==> src/rtl/core/rlhd_pkg.sv <==
`timescale 1ns / 1ps
// ----------------------------------------------------------------------------
// rlhd_pkg
// shared constants, codes and word types of the range letter histogram
// distance core
// ----------------------------------------------------------------------------
package rlhd_pkg;

  localparam int MAX_LEN     = 1024;
  localparam int ALPHABET    = 26;

  localparam int CHAR_W      = 5;
  localparam int RANGE_W     = 11;
  localparam int COUNT_W     = 11;

  localparam int LEN_W       = $clog2(MAX_LEN + 1);
  localparam int POS_W       = $clog2(MAX_LEN);
  localparam int LET_W       = $clog2(ALPHABET);
  localparam int DIFF_W      = LEN_W + 1;
  localparam int ACC_W       = LEN_W + 1;
  localparam int MEM_AW      = POS_W + LET_W;
  localparam int MEM_DEPTH   = 1 << MEM_AW;

  localparam int QUEUE_DEPTH = 2;
  localparam int QPTR_W      = $clog2(QUEUE_DEPTH);
  localparam int QCNT_W      = $clog2(QUEUE_DEPTH + 1);

  typedef enum logic [1:0] {
    FUNC_CLEAR  = 2'd0,
    FUNC_APPEND = 2'd1,
    FUNC_QUERY  = 2'd2,
    FUNC_NONE   = 2'd3
  } func_t;

  localparam logic STATUS_OK    = 1'b0;
  localparam logic STATUS_RANGE = 1'b1;

  typedef enum logic [1:0] {
    KIND_CLEAR,
    KIND_APPEND,
    KIND_QUERY,
    KIND_ERROR
  } kind_t;

  typedef struct packed {
    logic [1:0]         func;
    logic [CHAR_W-1:0]  char_first;
    logic [CHAR_W-1:0]  char_second;
    logic [RANGE_W-1:0] range_left;
    logic [RANGE_W-1:0] range_right;
  } cmd_t;

  typedef struct packed {
    logic [COUNT_W-1:0] changes_needed;
    logic               status;
  } result_t;

  typedef struct packed {
    kind_t             kind;
    logic [LET_W-1:0]  letter_first;
    logic [LET_W-1:0]  letter_second;
    logic [POS_W-1:0]  pos_a;
    logic [POS_W-1:0]  pos_b;
    logic              left_first;
  } op_t;

  typedef struct packed {
    logic valid;
    op_t  op;
  } qhead_t;

endpackage

==> src/rtl/core/rlhd_front.sv <==
`timescale 1ns / 1ps
// ----------------------------------------------------------------------------
// rlhd_front
// accepts command words, tracks the loaded length and classifies each clear,
// query and in-bounds append into a queue entry for the back end
// ----------------------------------------------------------------------------
module rlhd_front (
  input  logic           clk,
  input  logic           rst,
  input  logic           accept,
  input  rlhd_pkg::cmd_t cmd,
  output logic           push,
  output rlhd_pkg::op_t  entry
);

  logic [rlhd_pkg::LEN_W-1:0] len;
  logic [rlhd_pkg::LEN_W-1:0] len_next;
  logic                       chars_ok;
  logic                       range_bad;

  assign chars_ok = (32'(cmd.char_first) < rlhd_pkg::ALPHABET) &&
                    (32'(cmd.char_second) < rlhd_pkg::ALPHABET);
  assign range_bad = (cmd.range_left == '0) ||
                     (32'(cmd.range_right) > 32'(len)) ||
                     (cmd.range_left > cmd.range_right);

  always_comb begin
    push                = 1'b0;
    len_next            = len;
    entry.kind          = rlhd_pkg::KIND_CLEAR;
    entry.letter_first  = rlhd_pkg::LET_W'(cmd.char_first);
    entry.letter_second = rlhd_pkg::LET_W'(cmd.char_second);
    entry.pos_a         = rlhd_pkg::POS_W'(cmd.range_right - 1'b1);
    entry.pos_b         = rlhd_pkg::POS_W'(cmd.range_left - 2'd2);
    entry.left_first    = (cmd.range_left == rlhd_pkg::RANGE_W'(1));
    case (cmd.func)
      rlhd_pkg::FUNC_CLEAR: begin
        push     = accept;
        len_next = '0;
      end
      rlhd_pkg::FUNC_APPEND: begin
        entry.kind  = rlhd_pkg::KIND_APPEND;
        entry.pos_a = len[rlhd_pkg::POS_W-1:0];
        if ((32'(len) < rlhd_pkg::MAX_LEN) && chars_ok) begin
          push     = accept;
          len_next = len + 1'b1;
        end
      end
      rlhd_pkg::FUNC_QUERY: begin
        push       = accept;
        entry.kind = range_bad ? rlhd_pkg::KIND_ERROR : rlhd_pkg::KIND_QUERY;
      end
      default: begin
        push = 1'b0;
      end
    endcase
  end

  always_ff @(posedge clk) begin
    if (rst) begin
      len <= '0;
    end else if (accept) begin
      len <= len_next;
    end
  end

endmodule

==> config.mk <==
export PLATFORM = sky130hd
export DESIGN_NAME = rlhd_front
export DESIGN_NICKNAME = d
export VERILOG_FILES = /design/src/rtl/core/rlhd_pkg.sv /design/src/rtl/core/rlhd_front.sv
export SDC_FILE = /design/constraint.sdc
export NUM_CORES = 1
export LEC_CHECK = 0
export BUFFER_PORTS_ARGS = -buffer_cell sky130_fd_sc_hd__buf_4
export CAP_MARGIN = 20
export CORE_ASPECT_RATIO = 1.5
export CORE_UTILIZATION = 45
export CTS_BUF_LIST = sky130_fd_sc_hd__clkbuf_8
export DETAILED_ROUTE_END_ITERATION = 16
export PLACE_DENSITY = 0.91
export SKIP_CTS_REPAIR_TIMING = 1
export SYNTH_ARGS = -nofsm -noshare
export SYNTH_HDL_FRONTEND = slang
export SYNTH_SLANG_ARGS = --single-unit
==> constraint.sdc <==
create_clock -name clk -period 1.67 [get_ports clk]
set_input_delay 0.167 -clock clk [delete_from_list [all_inputs] [get_ports clk]]
set_output_delay 0.167 -clock clk [all_outputs]
set_load 0.01 [all_outputs]
==> impl_metrics.json <==
{
  "postRouteAntennaNets": 0,
  "port_buffers": 66,
  "nets": 393,
  "hpwl_microns": 4510,
  "criticalPathCategory": "in -> out",
  "drive_above_1_share_pct": 49.2,
  "rsz0062_at_grt": "yes",
  "maxCapViolCount": 0,
  "cts_num_sinks": 11,
  "drc": 0,
  "drt_iter0_drc": 107,
  "setup_slack_ns": -0.446,
  "max-slew-margin-rel_pct": 78.7,
  "hp-class": "in -> reg",
  "root_buffer": "clkbuf_8",
  "p_int_mw": 0.697,
  "endpoint_kind": "primary output",
  "yosys-top-cells-area": "ha_1, dfxtp_1, inv_1",
  "synth_top_cell_area_share_pct": 22.8,
  "status": "finished with violations",
  "vias": 2192,
  "yosysSeqAreaShare_pct": 13.4,
  "die_h_microns": 76.1,
  "cts_buffer_depth": 2,
  "violations": "negative setup slack",
  "p_total_mw": 1.07,
  "report.final.slew_viol_count": 0,
  "wire_per_inst_microns": 18.1,
  "die_area_sq_um": 3910,
  "diodes": 0,
  "yosys_most_used_dff": "dfxtp_1",
  "ys_warn_count": 0,
  "max-vdd-ir-drop_mv": 0.528,
  "syn2layout_area_growth_pct": 63.6,
  "syn_avg_cell_area_sq_um": 7.46,
  "dp_slack_ns": -0.292,
  "path_delay_family": "compound AO/OA/AOI/OAI gates",
  "cp_slowest_stage_delay_ns": 0.33,
  "tritoncts": "done",
  "p_per_area_nw_per_um2": 396,
  "place_congestion": 0.868,
  "synth_top_area_cell": "ha_1",
  "synthTopCellsByCount": "ha_1, inv_1, nand2_1",
  "grt_usage_pct": 28.1,
  "p_comb_share_pct": 49.8,
  "synth.most_common_cell": "ha_1",
  "p_leak_nw": 1.29,
  "grt_pass1_wl_microns": 8600,
  "seqPwrFrac_pct": 24.8,
  "setup_viol": 6,
  "clock_latency_ns": 0.24,
  "multi_input_area_sq_um": 1380,
  "largest_reg_flops": 11,
  "cts_buffers": 3,
  "cp.buffers_inverters": 3,
  "grt.overflow.total": 0,
  "routed_via_density": 5.97,
  "routed_wl_microns": 6640,
  "slowest_stage": "ha_1",
  "hold_violations": 0,
  "ff2ff_setup_slack_ns": -0.09,
  "cp_cell_sequence": "buf_4 > inv_1 > ha_1 > a211oi_2 > nor2_1 > a211oi_1 > o221ai_2 > o221a_1 > buf_6",
  "worst_pin_slew_ns": 0.317,
  "top_regs": "len x11",
  "fin_skew_ns": 0.00133,
  "fp.dieW_microns": 51.4,
  "swShare_pct": 34.7,
  "net-switching-power_mw": 0.371,
  "crit_required_ns": 1.50,
  "arrival_ns": 1.95,
  "core-area_sq_um": 3450,
  "power.share.clock_pct": 25.4,
  "largest_register": "len",
  "synthArstFlopShare_pct": 0,
  "drt_first_pass_iters": 4,
  "critPathMaxFanout": 4,
  "syn-num-nets": 288,
  "register_area_sq_um": 231,
  "initial_core_util_pct": 47.8,
  "cp-start-kind": "input pin",
  "io_pins": 71,
  "n_fill_cell": 202,
  "clk_pin_slew_worst_paths_ns": 0.05,
  "fin_crit_ns": 2.12,
  "synth_edf_count": 0,
  "synth-seq-cells": 11,
  "syn_inst": 221,
  "grt_max_degree": 20,
  "std_cell_rows": 26,
  "max_freq_mhz": 472,
  "period_share_pct": 127,
  "grt_pass1_vias": 2067,
  "synth.distinct_cells": 38,
  "htree_levels": 1,
  "netlist_area_sq_um": 1650,
  "antenna_found_initial": 0
}
routing by layer:
metal | share of wire (%) | routed length, microns | vias up | track usage, %
met5 | 0 | 0 | - | 0
met4 | 7.6 | 503 | 0 | 19.7
met3 | 5.0 | 331 | 49 | 2.20
met2 | 53 | 3550 | 135 | 54.0
met1 | 34 | 2250 | 1027 | 25.8
li1 | - | - | 981 | -
cell usage in the layout (no fill, tap or decap), drive strengths merged, types with 3 or more instances in the layout:
cell type	n
nand4	4
o211ai	5
a21o	3
nor3	7
clkbuf	3
a21oi	12
nand2	18
ha	30
nor2	11
buf	115
mux2i	3
or3	5
xor2	4
inv	30
xnor2	12
or4	7
dfxtp	11
nand3	6
o21ai	16
a211oi	4
path summary, 6_finish.rpt:
kind / start / to / depth (start not counted)
setup / recovery: cmd[8] / entry[31] / 9
hold / removal: rst / len[0]$_SDFFE_PP0P_ / 2
setup reg to reg: len[10]$_SDFFE_PP0P_ / len[10]$_SDFFE_PP0P_ / 6
hold reg to reg: len[10]$_SDFFE_PP0P_ / len[10]$_SDFFE_PP0P_ / 2
cell families (layout without fill, tap and decap cells):
| group | after synthesis | in the layout | share of synthesized area [%] |
|---|---|---|---|
| adder cells (fa/ha/maj) | 30 | 30 | 22.8 |
| buffers and inverters | 44 | 148 | 12.6 |
| AND/OR/NAND/NOR | 70 | 70 | 22.8 |
| multiplexers | 3 | 3 | 1.82 |
| XOR/XNOR | 16 | 16 | 8.50 |
| flip-flops | 11 | 11 | 13.4 |
| AO/OA/AOI/OAI | 47 | 47 | 18.1 |
final cells by class:
cell class | instances | area share, %
clock buffer | 3 | 1.53
clock inverter | 1 | 0.139
inverter | 29 | 4.04
multi-input combinational | 166 | 51.3
sequential | 11 | 8.58
tap | 42 | 1.95
timing repair buffer | 115 | 32.4
through the flow:
stage          TNS, ns  util, %  std cells  hold WS, ns  cell area [sq um]
2_1_floorplan        0        -        221        0.239               1650
3_3_place_gp    -0.836     70.7        359        0.334               2440
3_5_place_dp     -1.26     70.7        359        0.334               2440
4_1_cts         -0.774     72.0        363        0.115               2480
5_1_grt          -1.27     78.2        367        0.125               2700
6_report        -0.820     78.2        367        0.125               2700
power by group through the flow:
stage	registers, mW	clock network (mW)	logic [mW]
finish	0.264	0.271	0.532
global route	0.264	0.280	0.570
CTS	0.265	0.267	0.466
detailed placement	0.270	0	0.464
global placement	0.270	0	0.443
floorplan	0.270	0	0.208
(Power assumes the default switching activity.)
