===== src/rtl/core/rlhd_pkg.sv =====
`timescale 1ns / 1ps
// ----------------------------------------------------------------------------
// rlhd_pkg
// shared constants, codes and word types of the range letter histogram
// distance core
// ----------------------------------------------------------------------------
package rlhd_pkg;

  localparam int MAX_LEN     = 1024;
  localparam int ALPHABET    = 26;

  localparam int CHAR_W      = 5;
  localparam int RANGE_W     = 11;
  localparam int COUNT_W     = 11;

  localparam int LEN_W       = $clog2(MAX_LEN + 1);
  localparam int POS_W       = $clog2(MAX_LEN);
  localparam int LET_W       = $clog2(ALPHABET);
  localparam int DIFF_W      = LEN_W + 1;
  localparam int ACC_W       = LEN_W + 1;
  localparam int MEM_AW      = POS_W + LET_W;
  localparam int MEM_DEPTH   = 1 << MEM_AW;

  localparam int QUEUE_DEPTH = 2;
  localparam int QPTR_W      = $clog2(QUEUE_DEPTH);
  localparam int QCNT_W      = $clog2(QUEUE_DEPTH + 1);

  typedef enum logic [1:0] {
    FUNC_CLEAR  = 2'd0,
    FUNC_APPEND = 2'd1,
    FUNC_QUERY  = 2'd2,
    FUNC_NONE   = 2'd3
  } func_t;

  localparam logic STATUS_OK    = 1'b0;
  localparam logic STATUS_RANGE = 1'b1;

  typedef enum logic [1:0] {
    KIND_CLEAR,
    KIND_APPEND,
    KIND_QUERY,
    KIND_ERROR
  } kind_t;

  typedef struct packed {
    logic [1:0]         func;
    logic [CHAR_W-1:0]  char_first;
    logic [CHAR_W-1:0]  char_second;
    logic [RANGE_W-1:0] range_left;
    logic [RANGE_W-1:0] range_right;
  } cmd_t;

  typedef struct packed {
    logic [COUNT_W-1:0] changes_needed;
    logic               status;
  } result_t;

  typedef struct packed {
    kind_t             kind;
    logic [LET_W-1:0]  letter_first;
    logic [LET_W-1:0]  letter_second;
    logic [POS_W-1:0]  pos_a;
    logic [POS_W-1:0]  pos_b;
    logic              left_first;
  } op_t;

  typedef struct packed {
    logic valid;
    op_t  op;
  } qhead_t;

endpackage


===== src/rtl/core/rlhd_queue.sv =====
`timescale 1ns / 1ps
// ----------------------------------------------------------------------------
// rlhd_queue
// short fifo of classified operations between front and back end
// ----------------------------------------------------------------------------
module rlhd_queue (
  input  logic            clk,
  input  logic            rst,
  input  logic            push,
  input  rlhd_pkg::op_t   entry,
  input  logic            pop,
  output logic            full,
  output rlhd_pkg::qhead_t head
);

  rlhd_pkg::op_t               entries [rlhd_pkg::QUEUE_DEPTH];
  logic [rlhd_pkg::QPTR_W-1:0] wr_ptr;
  logic [rlhd_pkg::QPTR_W-1:0] rd_ptr;
  logic [rlhd_pkg::QCNT_W-1:0] count;

  assign full       = (32'(count) == rlhd_pkg::QUEUE_DEPTH);
  assign head.valid = (count != '0);
  assign head.op    = entries[rd_ptr];

  always_ff @(posedge clk) begin
    if (rst) begin
      wr_ptr <= '0;
      rd_ptr <= '0;
      count  <= '0;
    end else begin
      if (push) begin
        wr_ptr <= wr_ptr + 1'b1;
      end
      if (pop) begin
        rd_ptr <= rd_ptr + 1'b1;
      end
      count <= count + rlhd_pkg::QCNT_W'(push) - rlhd_pkg::QCNT_W'(pop);
    end
  end

  always_ff @(posedge clk) begin
    if (push) begin
      entries[wr_ptr] <= entry;
    end
  end

endmodule


===== config.mk =====
export PLATFORM = sky130hd
export DESIGN_NAME = rlhd_queue
export DESIGN_NICKNAME = d
export VERILOG_FILES = /design/src/rtl/core/rlhd_pkg.sv /design/src/rtl/core/rlhd_queue.sv
export SDC_FILE = /design/constraint.sdc
export NUM_CORES = 1
export LEC_CHECK = 0
export BUFFER_PORTS_ARGS = -buffer_cell sky130_fd_sc_hd__buf_2
export CELL_PAD_IN_SITES_DETAIL_PLACEMENT = 0
export CELL_PAD_IN_SITES_GLOBAL_PLACEMENT = 1
export CORE_MARGIN = 10
export CORE_UTILIZATION = 44
export CTS_CLUSTER_SIZE = 10
export DETAILED_ROUTE_END_ITERATION = 10
export PLACE_DENSITY_LB_ADDON = 0.1
export SLEW_MARGIN = 20
export SYNTH_ARGS = -nofsm -noshare
export SYNTH_HDL_FRONTEND = slang
export SYNTH_SLANG_ARGS = --single-unit

===== constraint.sdc =====
create_clock -name clk -period 2.5 [get_ports clk]
set_input_delay 0.25 -clock clk [delete_from_list [all_inputs] [get_ports clk]]
set_output_delay 0.25 -clock clk [all_outputs]
set_load 0.1 [all_outputs]

==> metrics.md, run 1 <==
| Metric | Value |
|---|---|
| Layout Nets | `243` |
| Vias per cell | `4.563` |
| Detailed placer's ending HPWL | `3250 um` |
| Vias in the first global route | `1441` |
| CTS tree | `built` |
| Reg2reg path depth | `1` |
| CP Data Arrival Time | `1900 ps` |
| EDFF count, synth | `66` |
| XOR/XNOR Fraction of Synth Area | `1.453%` |
| Setup_tns | `0 ps` |
| Port buffer count | `71` |
| Crit path largest cell delay | `690 ps` |
| Effective utilization at floorplan | `46.01%` |
| Fillers | `494` |
| Status | `complete, no violations` |
| Setup Skew | `4.084 ps` |
| Number of DRC markers in iteration 0 | `49` |
| Core area | `5991 um^2` |
| Layout Cells excl Fill | `284` |
| Share of layout cells above drive strength 1 | `59.33%` |
| Placed insts | `268` |
| Crit path max-delay cell type | `dfxtp_2` |
| Clk Latency, worst-skew pair | `330 ps` |
| Post-route DRC | `0` |
| Area leader, netlist | `edfxtp_1` |
| Slew headroom | `46.89%` |
| CTS Buf Count | `9` |
| R2R Path End | `entries[1][0]$_DFFE_PP_` |
| Share of the synthesized area in the top cell type | `71.90%` |
| Syn nets | `163` |
| # clock sinks | `71` |
| Post-Synth Simple-Gate Area | `1.680%` |
| DIE WIDTH | `99.15 um` |
| Vias after detailed routing | `1296` |
| Peak VDD IR | `0.6625 mV` |
| CTS max path bufs | `2` |
| Post-synthesis sequential area ratio | `75.53%` |
| Largest net degree at the start of global routing | `34` |
| R2R Setup Slk | `990 ps` |
| H-tree levels | `3` |
| Tmin final | `2146 ps` |
| Critical path startpoint category | `flop` |
| Routed wire length | `4562 um` |
| Synth top cells by count | `edfxtp_1, mux2_4, dfxtp_1` |
| Critical-path cell list | `buf_12, mux2_4, buf_2` |
| Worst r2r src | `wr_ptr$_SDFFE_PP0P_` |
| Crit path to | `head[14]` |
| HP Class | `in -> reg` |
| Syn Inst Count | `124` |
| Post-cts resize count | `0` |
| Req. time, crit path | `2250 ps` |
| GRT Util Overall | `9.506%` |
| Crit path kind | `reg -> out` |
| Largest family of logic cells by synthesized area | `multiplexers` |
| Drt wl/cell | `16.06 um` |
| Die Height | `99.15 um` |
| Post-synth cell types | `14` |
| Final hold slack | `104.9 ps` |
| RePlAce Congestion | `0.6791` |
| Boundary Pins | `72` |
| Place WS | `670.6 ps` |
| Clk slew on worst S/H paths | `70 ps` |
| Slew @ Worst Pin | `796.7 ps` |
| Area growth, synth to finish | `23.65%` |
| Cts hold-fix bufs | `0` |
| Worst Slack Setup Final | `354.2 ps` |
| Die ar. | `9831 um^2` |
| CP endpoint kind | `output pin` |
| MaxCap Viol Count | `0` |
| Initial antenna violation count | `0` |
| Compound-Gate Fraction of Synth Area | `0%` |
| Cell with the most instances after synthesis | `edfxtp_1` |
| CTS root buf | `clkbuf_8` |
| Unrepaired setup endpoints after global routing | `false` |
| Final Hold Viols | `0` |
| Slew Limit Fails | `0` |
| Yosys Warn Count | `0` |
| Cell Rows | `28` |
| Pwr Density | `962.0 nW/um^2` |
| Final worst path period share | `85.83%` |
| Drt pass-1 iters | `4` |
| # diodes | `0` |
| Leakage | `0.001369 uW` |
| Synth Register Bits | `71` |
| Top_reg_cell synth | `edfxtp_1` |
| Post-synthesis mux area share | `17.57%` |
| Max frequency | `466.0 MHz` |
| First-pass GRT wire length | `7141 um` |
| Syn avg cell area | `22.23 um^2` |
| Final ANT Viol Nets | `0` |
| CP max FO | `17` |
| Most area-consuming cells after synthesis | `edfxtp_1, mux2_4, dfxtp_1` |
| Setup Buffers After CTS | `0` |
| Asr flop ratio synth | `0%` |
| Post-Synth Adder-Cell Area | `0.9079%` |
| Final setup violation count | `0` |
| Total congestion overflow | `0` |
| Post-synth design cell area | `2756 um^2` |
[cells in the final DEF, fill, tap and decap left out]
cell type / count
buf_4: 1
clkinv_1: 1
xnor2_1: 2
xnor3_1: 1
nor2b_4: 1
nor2_1: 4
nor2b_1: 2
buf_2: 71
mux2_2: 3
dfxtp_1: 4
clkbuf_8: 9
edfxtp_1: 66
clkinvlp_4: 2
or2_2: 1
inv_1: 2
ha_1: 2
bufinv_16: 3
buf_12: 1
clkbuf_1: 1
dfxtp_2: 1
mux2_4: 30
and2_2: 1
[where the power goes]
part	internal, uW	leakage [uW]	switching (uW)
sequential	1390	0.000661	36.6
combinational	191	0.000598	619
clock	659	0.000110	387
[cell families after synthesis]
kind of cell,count (synthesis)
xor gates and xnor gates,3
muxes,33
buffers and inverters,6
adders and majority gates,2
and+or+nand+nor,9
DFF,71
[worst min-delay path by stage]
stage                                to  startpoint  slack (ps)  cells after the start
6_report       entries[1][27]$_DFFE_PP_   entry[27]         100                      1
2_1_floorplan       count[0]$_SDFF_PP0_         rst         320                      1
5_1_grt        entries[1][27]$_DFFE_PP_   entry[27]          80                      1
3_5_place_dp   entries[1][27]$_DFFE_PP_   entry[27]         440                      1
4_1_cts        entries[1][17]$_DFFE_PP_   entry[17]          90                      1
3_3_place_gp    entries[0][1]$_DFFE_PP_    entry[1]         440                      1
[per-layer routing]
layer	routed length (um)	global-route usage (%)	vias up
met5	0	0	-
li1	-	-	632
met3	329	4.083	8
met1	1897	10.40	608
met2	2240	14.93	48
met4	93	5.954	0
[flip-flops by register name (all words and copies together) (netlist names), named ones only]
| name | count |
|---|---|
| count | 2 |
| entries | 66 |
| rd_ptr | 1 |
| wr_ptr | 1 |
[final cells by class]
type / instances / area, um^2 / share of cell area (%)
clock buffer: 10 / 127.6 / 3.744
clock inverter: 6 / 108.9 / 3.194
inverter: 2 / 7.507 / 0.2203
multi-input combinational: 47 / 604.3 / 17.73
sequential: 71 / 2083 / 61.12
tap: 75 / 93.84 / 2.753
timing repair buffer: 73 / 382.9 / 11.23
[per-stage QoR]
step | util (%) | power (uW) | instance area [um^2]
2_1_floorplan | - | 2157 | 2756
3_3_place_gp | 52.94 | 2260 | 3172
3_5_place_dp | 52.94 | 2270 | 3172
4_1_cts | 56.89 | 3323 | 3408
5_1_grt | 56.89 | 3405 | 3408
6_report | 56.89 | 3279 | 3408
[worst max-delay path, delay by kind of cell, from the launching register on]
family	cells	cell delay, ps
flip-flops	1	690
buffers and inverters	2	550
multiplexers	1	320
(Power assumes the default switching activity.)
==> run 2: changes to the inputs <==
--- a/config.mk
+++ b/config.mk
@@ -8,7 +8,6 @@
 export BUFFER_PORTS_ARGS = -buffer_cell sky130_fd_sc_hd__buf_2
 export CELL_PAD_IN_SITES_DETAIL_PLACEMENT = 0
 export CELL_PAD_IN_SITES_GLOBAL_PLACEMENT = 1
-export CORE_MARGIN = 10
 export CORE_UTILIZATION = 44
 export CTS_CLUSTER_SIZE = 10
 export DETAILED_ROUTE_END_ITERATION = 10
==> metrics.md, run 2 (synthesis results as in run 1) <==
| Metric | Value |
|---|---|
| Status | `complete, no violations` |
| Core area | `5991 um^2` |
| Unrepaired setup endpoints after global routing | `false` |
| Setup_tns | `0 ps` |
| Crit path kind | `reg -> out` |
| Req. time, crit path | `2250 ps` |
| Fillers | `485` |
| Number of DRC markers in iteration 0 | `71` |
| Die Height | `81.15 um` |
| Crit path max-delay cell type | `mux2_2` |
| CTS Buf Count | `9` |
| Top cell family by delay on the critical path | `buffers and inverters` |
| GRT Util Overall | `14.09%` |
| Commonest cells after routing, fill and taps aside | `buf_2, edfxtp_1, mux2_4, clkbuf_8, buf_4` |
| Vias after detailed routing | `1302` |
| Vias per cell | `4.568` |
| Top Registers | `entries (66), count (2)` |
| R2R Setup Slk | `1050 ps` |
| Final hold slack | `109.6 ps` |
| # diodes | `0` |
| Leakage | `0.001345 uW` |
| Slew Limit Fails | `0` |
| CTS tree | `built` |
| Post-cts resize count | `0` |
| Final setup violation count | `0` |
| Hold_sp | `entry[2]` |
| Worst r2r src | `wr_ptr$_SDFFE_PP0P_` |
| Max frequency | `536.5 MHz` |
| Drt pass-1 iters | `4` |
| # clock sinks | `71` |
| Initial antenna violation count | `0` |
| Share of layout cells above drive strength 1 | `58.10%` |
| Effective utilization at floorplan | `46.01%` |
| Min-Delay Endpoint | `entries[1][2]$_DFFE_PP_` |
| Top reg by flops | `entries` |
| MaxCap Viol Count | `0` |
| Tmin final | `1864 ps` |
| CTS root buf | `clkbuf_8` |
| Critical-path cell list | `buf_4, mux2_2, buf_2` |
| CP endpoint kind | `output pin` |
| R2R Path End | `entries[0][22]$_DFFE_PP_` |
| Crit path largest cell delay | `370 ps` |
| Boundary Pins | `72` |
| Port buffer count | `71` |
| Vias in the first global route | `1318` |
| Drt wl/cell | `14.68 um` |
| Final worst path period share | `74.56%` |
| Clk Latency, worst-skew pair | `320 ps` |
| Reg2reg path depth | `2` |
| Slew @ Worst Pin | `501.8 ps` |
| H-tree levels | `3` |
| CTS max path bufs | `2` |
| Post-route DRC | `0` |
| Critical path startpoint category | `flop` |
| Register area | `2083 um^2` |
| Peak VDD IR | `0.4322 mV` |
| HP Class | `in -> reg` |
| Total congestion overflow | `0` |
| Worst hold stages | `1` |
| CP max FO | `17` |
| Die ar. | `6585 um^2` |
| Most common cell after layout, fill and taps aside | `buf_2` |
| Routed wire length | `4185 um` |
| Pwr Density | `881.8 nW/um^2` |
| Detailed placer's ending HPWL | `2894 um` |
| RePlAce Congestion | `0.6009` |
| Multi-input logic area | `603.1 um^2` |
| Setup Skew | `3.292 ps` |
| Final Hold Viols | `0` |
| Max FFs per register | `66` |
| First-pass GRT wire length | `6327 um` |
| Largest net degree at the start of global routing | `18` |
| CP Data Arrival Time | `1610 ps` |
| CP bufs+invs | `2` |
| Clk slew on worst S/H paths | `70 ps` |
| DIE WIDTH | `81.15 um` |
| Cell Rows | `28` |
| Slew headroom | `66.48%` |
| Setup Buffers After CTS | `0` |
| Final ANT Viol Nets | `0` |
| Critical Path Stages | `3` |
| Area growth, synth to finish | `20.61%` |
| Layout Nets | `246` |
| Cts hold-fix bufs | `0` |
==> run 2: per-layer routing <==
| layer | share of wire [%] | vias to the layer above | global-route usage [%] |
|---|---|---|---|
| met3 | 5.5 | 7 | 3.596 |
| met1 | 42 | 614 | 16.85 |
| li1 | - | 639 | - |
| met2 | 51 | 42 | 21.76 |
| met5 | 0 | - | 0 |
| met4 | 1.9 | 0 | 10.89 |
==> run 2: per-stage QoR <==
step | total power (uW) | setup WS, ps | util [%] | cells | instance area (um^2)
finish | 2932 | 635.9 | 55.49 | 285 | 3324
global route | 3037 | 569.3 | 55.49 | 285 | 3324
CTS | 2960 | 607.4 | 55.49 | 285 | 3324
detailed placement | 2264 | 966.5 | 53.09 | 271 | 3181
global placement | 2254 | 983.0 | 53.09 | 271 | 3181
floorplan | 2157 | 261.5 | - | 124 | 2756
==> run 2: final cells by class <==
type,instances,share of cell area (%)
Clock buffer,11,3.952
Sequential cell,71,62.66
Clock inverter,3,0.3764
Multi-Input combinational cell,47,18.14
Tap cell,75,2.823
Inverter,2,0.2258
Timing Repair Buffer,76,11.82
==> run 2: power breakdown <==
part	leakage (uW)	switching, uW	internal [uW]
logic	0.000609	631	192
registers	0.000661	24.1	1390
clock network	0.0000741	357	341
total	0.00134	1010	1920
==> run 2: worst max-delay path by stage <==
stage / to / from
after floorplan: entries[0][0]$_DFFE_PP_ / wr_ptr$_SDFFE_PP0P_
after global placement: head[22] / flop
after detailed placement: entries[0][17]$_DFFE_PP_ / push
after CTS: head[22] / flop
after global routing: head[22] / flop
final: head[22] / flop
